<file path="config.mk">
export PLATFORM = sky130hd
export DESIGN_NAME = abs_merge
export DESIGN_NICKNAME = d
export VERILOG_FILES = /design/src/hdl/abs_pkg.sv /design/src/hdl/abs_merge.sv
export SDC_FILE = /design/constraint.sdc
export NUM_CORES = 2
export LEC_CHECK = 0
export ABC_AREA = 1
export ABC_CLOCK_PERIOD_IN_PS = 10700
export BUFFER_PORTS_ARGS = -buffer_cell sky130_fd_sc_hd__buf_2
export CORE_MARGIN = 2
export CORE_UTILIZATION = 32
export DETAILED_ROUTE_END_ITERATION = 10
export PLACE_DENSITY_LB_ADDON = 0.15
export SYNTH_ARGS = -nofsm -noshare
export SYNTH_HDL_FRONTEND = slang
export SYNTH_SLANG_ARGS = --single-unit
</file>
<file path="constraint.sdc">
create_clock -name clk_i -period 10.7 [get_ports clk_i]
set_input_delay 1.07 -clock clk_i [delete_from_list [all_inputs] [get_ports clk_i]]
set_output_delay 1.07 -clock clk_i [all_outputs]
set_load 0.05 [all_outputs]
</file>
<file path="src/hdl/abs_pkg.sv">
`default_nettype none

package abs_pkg;

  localparam int MAX_GRID_POINTS_DEF = 4096;
  localparam int PTS_RESET_DEF       = 1024;

  // Q1.30 coordinate and power terms
  localparam int Q_W    = 31;
  localparam int Q_FRAC = 30;
  localparam logic [Q_W-1:0] Q_MAX = {Q_W{1'b1}};

  localparam int DIV_STAGES  = Q_W;
  localparam int SQ_STEPS    = 4;
  localparam int MERGE_REGS  = 2;
  localparam int PIPE_STAGES = 1 + DIV_STAGES + SQ_STEPS + MERGE_REGS;

  localparam int AMP_W = 32;
  localparam logic [AMP_W-1:0] AMP_ONE   = 32'd65536;
  localparam logic [AMP_W-1:0] AMP_RESET = 32'd6553600;

  // sum of up to three terms, and its integer part above Q_FRAC
  localparam int SUM_W = Q_W + 2;
  localparam int HI_W  = SUM_W - Q_FRAC;

  localparam int POT_W = 34;
  localparam logic [POT_W-1:0] POT_MAX = {POT_W{1'b1}};

  localparam int CFG_W     = 32;
  localparam int CFG_IDX_W = 3;
  localparam logic [CFG_IDX_W-1:0] REG_AMPLITUDE = 3'd0;
  localparam logic [CFG_IDX_W-1:0] REG_POINTS_X  = 3'd1;
  localparam logic [CFG_IDX_W-1:0] REG_POINTS_Y  = 3'd2;
  localparam logic [CFG_IDX_W-1:0] REG_POINTS_Z  = 3'd3;
  localparam logic [CFG_IDX_W-1:0] REG_GRID_MODE = 3'd4;

  localparam int MODE_W = 6;
  localparam logic [MODE_W-1:0] MODE_XYZ      = 6'd3;
  localparam logic [MODE_W-1:0] MODE_XY       = 6'd2;
  localparam logic [MODE_W-1:0] MODE_XY_ALT   = 6'd6;
  localparam logic [MODE_W-1:0] MODE_X        = 6'd1;
  localparam logic [MODE_W-1:0] MODE_X_ALT_A  = 6'd5;
  localparam logic [MODE_W-1:0] MODE_X_ALT_B  = 6'd15;
  localparam logic [MODE_W-1:0] MODE_HALF     = 6'd4;
  localparam logic [MODE_W-1:0] MODE_HALF_A   = 6'd14;
  localparam logic [MODE_W-1:0] MODE_HALF_B   = 6'd24;
  localparam logic [MODE_W-1:0] MODE_HALF_C   = 6'd34;
  localparam logic [MODE_W-1:0] MODE_RESET    = MODE_XYZ;

  typedef struct packed {
    logic valid;
    logic use_x;
    logic use_y;
    logic use_z;
    logic one_sided;
  } axis_sel_t;

  typedef struct packed {
    logic en;
    logic last_valid;
  } pipe_ctrl_t;

  function automatic axis_sel_t mode_decode(input logic [MODE_W-1:0] mode);
    axis_sel_t sel;
    sel = '0;
    case (mode)
      MODE_XYZ: begin
        sel.valid = 1'b1;
        sel.use_x = 1'b1;
        sel.use_y = 1'b1;
        sel.use_z = 1'b1;
      end
      MODE_XY, MODE_XY_ALT: begin
        sel.valid = 1'b1;
        sel.use_x = 1'b1;
        sel.use_y = 1'b1;
      end
      MODE_X, MODE_X_ALT_A, MODE_X_ALT_B: begin
        sel.valid = 1'b1;
        sel.use_x = 1'b1;
      end
      MODE_HALF, MODE_HALF_A, MODE_HALF_B, MODE_HALF_C: begin
        sel.valid     = 1'b1;
        sel.use_x     = 1'b1;
        sel.one_sided = 1'b1;
      end
      default: sel = '0;
    endcase
    return sel;
  endfunction

endpackage

`default_nettype wire

</file>
<file path="src/hdl/abs_merge.sv">
`default_nettype none

// Sum the selected lane terms, scale by the amplitude, saturate, and hold
// the result in an output register backed by one skid entry.
module abs_merge (
  input  wire logic                          clk_i,
  input  wire logic                          rst_ni,
  input  wire abs_pkg::pipe_ctrl_t           ctrl_i,
  input  wire abs_pkg::axis_sel_t            sel_i,
  input  wire logic [abs_pkg::AMP_W-1:0]     amplitude_i,
  input  wire logic [abs_pkg::Q_W-1:0]       term_x_i,
  input  wire logic [abs_pkg::Q_W-1:0]       term_y_i,
  input  wire logic [abs_pkg::Q_W-1:0]       term_z_i,
  input  wire logic                          out_ready_i,
  output logic                               out_valid_o,
  output logic      [abs_pkg::POT_W-1:0]     potential_o,
  output logic                               skid_free_o
);

  localparam int SUM_W = abs_pkg::SUM_W;
  localparam int HI_W  = abs_pkg::HI_W;
  localparam int FR    = abs_pkg::Q_FRAC;
  localparam int AW    = abs_pkg::AMP_W;
  localparam int LO_P  = FR + AW;
  localparam int HI_P  = HI_W + AW;
  localparam int RES_W = HI_P + 1;
  localparam int PW    = abs_pkg::POT_W;

  logic [SUM_W-1:0] tx, ty, tz, sum_d, sum_q;
  logic             gate;

  assign tx    = sel_i.use_x ? SUM_W'(term_x_i) : '0;
  assign ty    = sel_i.use_y ? SUM_W'(term_y_i) : '0;
  assign tz    = sel_i.use_z ? SUM_W'(term_z_i) : '0;
  assign gate  = sel_i.valid && (amplitude_i > abs_pkg::AMP_ONE);
  assign sum_d = gate ? (tx + ty + tz) : '0;

  logic [LO_P-1:0] plo_d, plo_q;
  logic [HI_P-1:0] phi_d, phi_q;

  // split the product at the binary point, as sum = hi + lo * 2^-30
  assign plo_d = LO_P'(sum_q[FR-1:0]) * LO_P'(amplitude_i);
  assign phi_d = HI_P'(sum_q[SUM_W-1:FR]) * HI_P'(amplitude_i);

  always_ff @(posedge clk_i) begin
    if (ctrl_i.en) begin
      sum_q <= sum_d;
      plo_q <= plo_d;
      phi_q <= phi_d;
    end
  end

  logic [RES_W-1:0] res_wide;
  logic [PW-1:0]    res;

  assign res_wide = RES_W'(phi_q) + RES_W'(plo_q[LO_P-1:FR]);
  assign res      = (res_wide > RES_W'(abs_pkg::POT_MAX)) ? abs_pkg::POT_MAX
                                                          : res_wide[PW-1:0];

  logic          o_v_q, s_v_q;
  logic [PW-1:0] o_data_q, s_data_q;
  logic          arrive, take;

  assign arrive = ctrl_i.en && ctrl_i.last_valid;
  assign take   = o_v_q && out_ready_i;

  always_ff @(posedge clk_i or negedge rst_ni) begin
    if (!rst_ni) begin
      o_v_q <= 1'b0;
      s_v_q <= 1'b0;
    end else if (s_v_q) begin
      // drain skid into the output register
      if (take) begin
        s_v_q <= 1'b0;
      end
    end else if (arrive) begin
      if (o_v_q && !take) begin
        s_v_q <= 1'b1;
      end else begin
        o_v_q <= 1'b1;
      end
    end else if (take) begin
      o_v_q <= 1'b0;
    end
  end

  always_ff @(posedge clk_i) begin
    if (s_v_q) begin
      if (take) begin
        o_data_q <= s_data_q;
      end
    end else if (arrive) begin
      if (o_v_q && !take) begin
        s_data_q <= res;
      end else begin
        o_data_q <= res;
      end
    end
  end

  assign out_valid_o = o_v_q;
  assign potential_o = o_data_q;
  assign skid_free_o = !s_v_q;

  a_skid_behind_out: assert property (@(posedge clk_i) disable iff (!rst_ni)
    s_v_q |-> o_v_q)
    else $error("skid entry holds a result while the output register is empty");

  a_skid_on_stall: assert property (@(posedge clk_i) disable iff (!rst_ni)
    $rose(s_v_q) |-> $past(o_v_q && !out_ready_i))
    else $error("skid entry filled although the output register could move");

  a_no_arrival_when_full: assert property (@(posedge clk_i) disable iff (!rst_ni)
    s_v_q |-> !arrive)
    else $error("pipeline delivered a result while the skid entry was full");

endmodule

`default_nettype wire

</file>
==> out/qor.txt <==
vias per cell: 4.59
Post-Syn Area: 47,700 um^2
Post-synth EDFFs: 168
Synth Net Count: 7,732
Final Critical Period: 8.16 ns
register area share after synthesis: 10.7%
root buf cell: clkbuf_16
Ports: 171
CP arrival: 8.42 ns
most frequent cells in the layout: 1,860 x inv_1, 1,810 x nand2_1, 899 x fa_1, 343 x ha_1, 289 x nor2_1
first-pass GRT wire length: 235 mm
Min-Delay Path Class: in -> async
Final Setup Violations: 0
number of hold violations in the final report: 0
ys flop type: edfxtp_1
overall routing resource usage: 19.8%
Synth cell types: 47
metal3 WL: 5.05 mm
actual slew at the worst max-slew pin: 1.04 ns
via count: 38.1k
Synth Warn #: 0
Max transition margin: 30.7%
Crit Path Max Fanout: 23
R2R Setup Slk: 2.79 ns
clk_skew: 0.0215 ns
met2 WL: 70.2 mm
Worst Setup End Kind: flip-flop
XOR/XNOR Fraction of Synth Area: 1.21%
clock-pin slew on the worst setup and hold paths: 0.08 ns
GPL Wtd Cong: 0.935
simple-gate share of the synthesized area: 19.5%
critical path type: in -> reg
commonest non-fill, non-tap cell in the layout: inv_1
final cycle utilization of the critical path: 76.3%
M1 wire length: 66.4 mm
post-DP HPWL: 121 mm
status: complete, no violations
CTS tree: done
Synth Area in Compound Gates: 5.06%
RSZ-0062 raised after global routing: no
setup tns final: 0 ns
Post-layout nets: 7,735
Critical path origin: amplitude_i[12]
post-synthesis mux area share: 0%
Avg Inst Size Synth: 7.50 um^2
vias in the first global route: 41.4k
hold_buf cts: 0
area taken by multi-input logic gates: 34,600 um^2
Die Span Y: 390 um
area growth from synthesis to layout: 7.19%
Initial Utilization: 32.2%
post-synthesis cell count: 6,355
FF+latch count, synth: 170
die area: 152,000 um^2
register area: 5090 um^2
grt ovf: 0
Startpoint Class: input port
origin of the critical flop-to-flop path: sum_q[17]
Async S/R FF share, synth: 1.18%
Clock Sinks: 170
Die W: 390 um
Slew Limit Fails: 0
cell depth of the worst flop-to-flop path: 23
Final ANT Viol Nets: 0
clk_lat worst skew: 0.51 ns
postcts setup bufs: 0
routed len/inst: 17.4 um
Critical Path RT: 10.96 ns
core area: 148,000 um^2
largest family of logic cells by synthesized area: adder cells
Max Used Layer: met5
H-Tree Level Count: 4
Num CTS Buffers: 17
initial drt markers: 1,959
CTS Buffer Depth: 2
Max Cap Viol: 0
Fillers: 16.1k
worst setup path end: plo_q[37]
synthesized-area fraction occupied by adder cells: 46.8%
largest net degree at the start of global routing: 53
R2R Path End: plo_q[58]
Port Buf Inserts: 169
final wirelength: 144 mm
number of core rows: 141
drt pass-1 iters: 5
share of cells above drive strength 1: 4.94%
DRC: 0
antenna violations before repair: 10
PostCTS Resize Cnt: 0
FMAX: 0.123 GHz
-- sequential cells by signal, summed over array words and instances (netlist names) --
register / count
potential_o: 34
s_data_q: 34
plo_q: 32
s_v_q: 1
sum_q: 33
out_valid_o: 1
phi_q: 35
-- critical path: stages --
cell and delay (ns):
buf_2 0.66, buf_4 0.37, nand2_1 0.07, inv_1 0.09, fa_1 0.46, fa_1 0.52
inv_1 0.05, fa_1 0.47, fa_1 0.52, inv_1 0.06, fa_1 0.59, fa_1 0.44
fa_1 0.50, inv_1 0.05, fa_1 0.47, inv_1 0.04, ha_1 0.31, nand2_1 0.10
nor2_1 0.15, inv_1 0.10, nor2_1 0.12, inv_1 0.14, o21ai_0 0.19, inv_1 0.05
nand2_1 0.20, nand2_1 0.08, nand2_1 0.08, xor2_1 0.39
-- through the flow --
| step | util, % | area [um^2] | worst slack [ns] | cells | hold slack, ns |
|---|---|---|---|---|---|
| 2_1_floorplan | - | 47700 | 3.38 | 6355 | 0.491 |
| 3_3_place_gp | 34.1 | 50400 | 1.98 | 8269 | 0.501 |
| 3_5_place_dp | 34.1 | 50400 | 2.01 | 8269 | 0.502 |
| 4_1_cts | 34.6 | 51100 | 2.54 | 8301 | 0.276 |
| 5_1_grt | 34.6 | 51100 | 2.23 | 8302 | 0.284 |
| 6_report | 34.6 | 51100 | 2.54 | 8302 | 0.323 |
-- synth_stat cells (3+ instances only) --
master / n / area (um^2)
o21bai_1: 27 / 203
a21oi_1: 213 / 1070
o211ai_1: 6 / 45.0
buf_6: 4 / 45.0
clkbuf_1: 232 / 871
o21a_1: 10 / 75.1
xnor2_1: 31 / 272
a211oi_1: 3 / 22.5
nor2_1: 291 / 1090
nand3_2: 31 / 310
o21ai_0: 123 / 616
edfxtp_1: 168 / 5040
nand3b_1: 12 / 90.1
nand3_1: 107 / 536
nor3_1: 20 / 100
buf_1: 13 / 48.8
nand2_1: 1810 / 6790
nor4_1: 15 / 93.8
a31oi_1: 10 / 62.6
ha_1: 343 / 4290
a21o_1: 21 / 158
inv_1: 1860 / 6980
fa_1: 899 / 18000
or2_2: 4 / 25.0
xor2_1: 35 / 307
nand4_1: 32 / 200
a21boi_0: 10 / 75.1
-- logic make-up (layout without fill, tap and decap cells) --
kind of cell / count (synthesis) / count (layout)
compound gates: 433 / 433
xor+xnor: 66 / 66
fa+ha+maj: 1242 / 1242
buf+inv: 2113 / 2129
flops: 170 / 170
other cells: 0 / 1
simple gates: 2331 / 2331
-- per-layer routing --
metal | vias up | global-route usage [%]
li1 | 18300 | -
met1 | 19000 | 26.3
met2 | 708 | 34.7
met3 | 154 | 2.31
met4 | 14 | 4.02
met5 | - | 0
-- cell type report --
cell class | instances | share of cell area, %
antenna | 1 | 0.00490
clock buffer | 17 | 0.833
clock inverter | 15 | 0.416
inverter | 1861 | 13.7
multi-input combinational | 4072 | 67.7
sequential | 170 | 9.97
tap | 1930 | 4.73
timing repair buffer | 236 | 2.65
-- worst min path at each step --
| stage | to | slack (ns) | cells past startpoint | from |
|---|---|---|---|---|
| 2_1_floorplan | potential_o[32] | 0.49 | 2 | s_data_q[32] |
| 3_3_place_gp | potential_o[29] | 0.50 | 2 | s_data_q[29] |
| 3_5_place_dp | potential_o[16] | 0.50 | 2 | s_data_q[16] |
| 4_1_cts | s_v_q | 0.28 | 1 | rst_ni |
| 5_1_grt | s_v_q | 0.28 | 1 | rst_ni |
| 6_report | s_v_q | 0.32 | 1 | rst_ni |
Power is not shown: default switching activity piles up to over one toggle a cycle in this logic, so the estimate is an artifact.
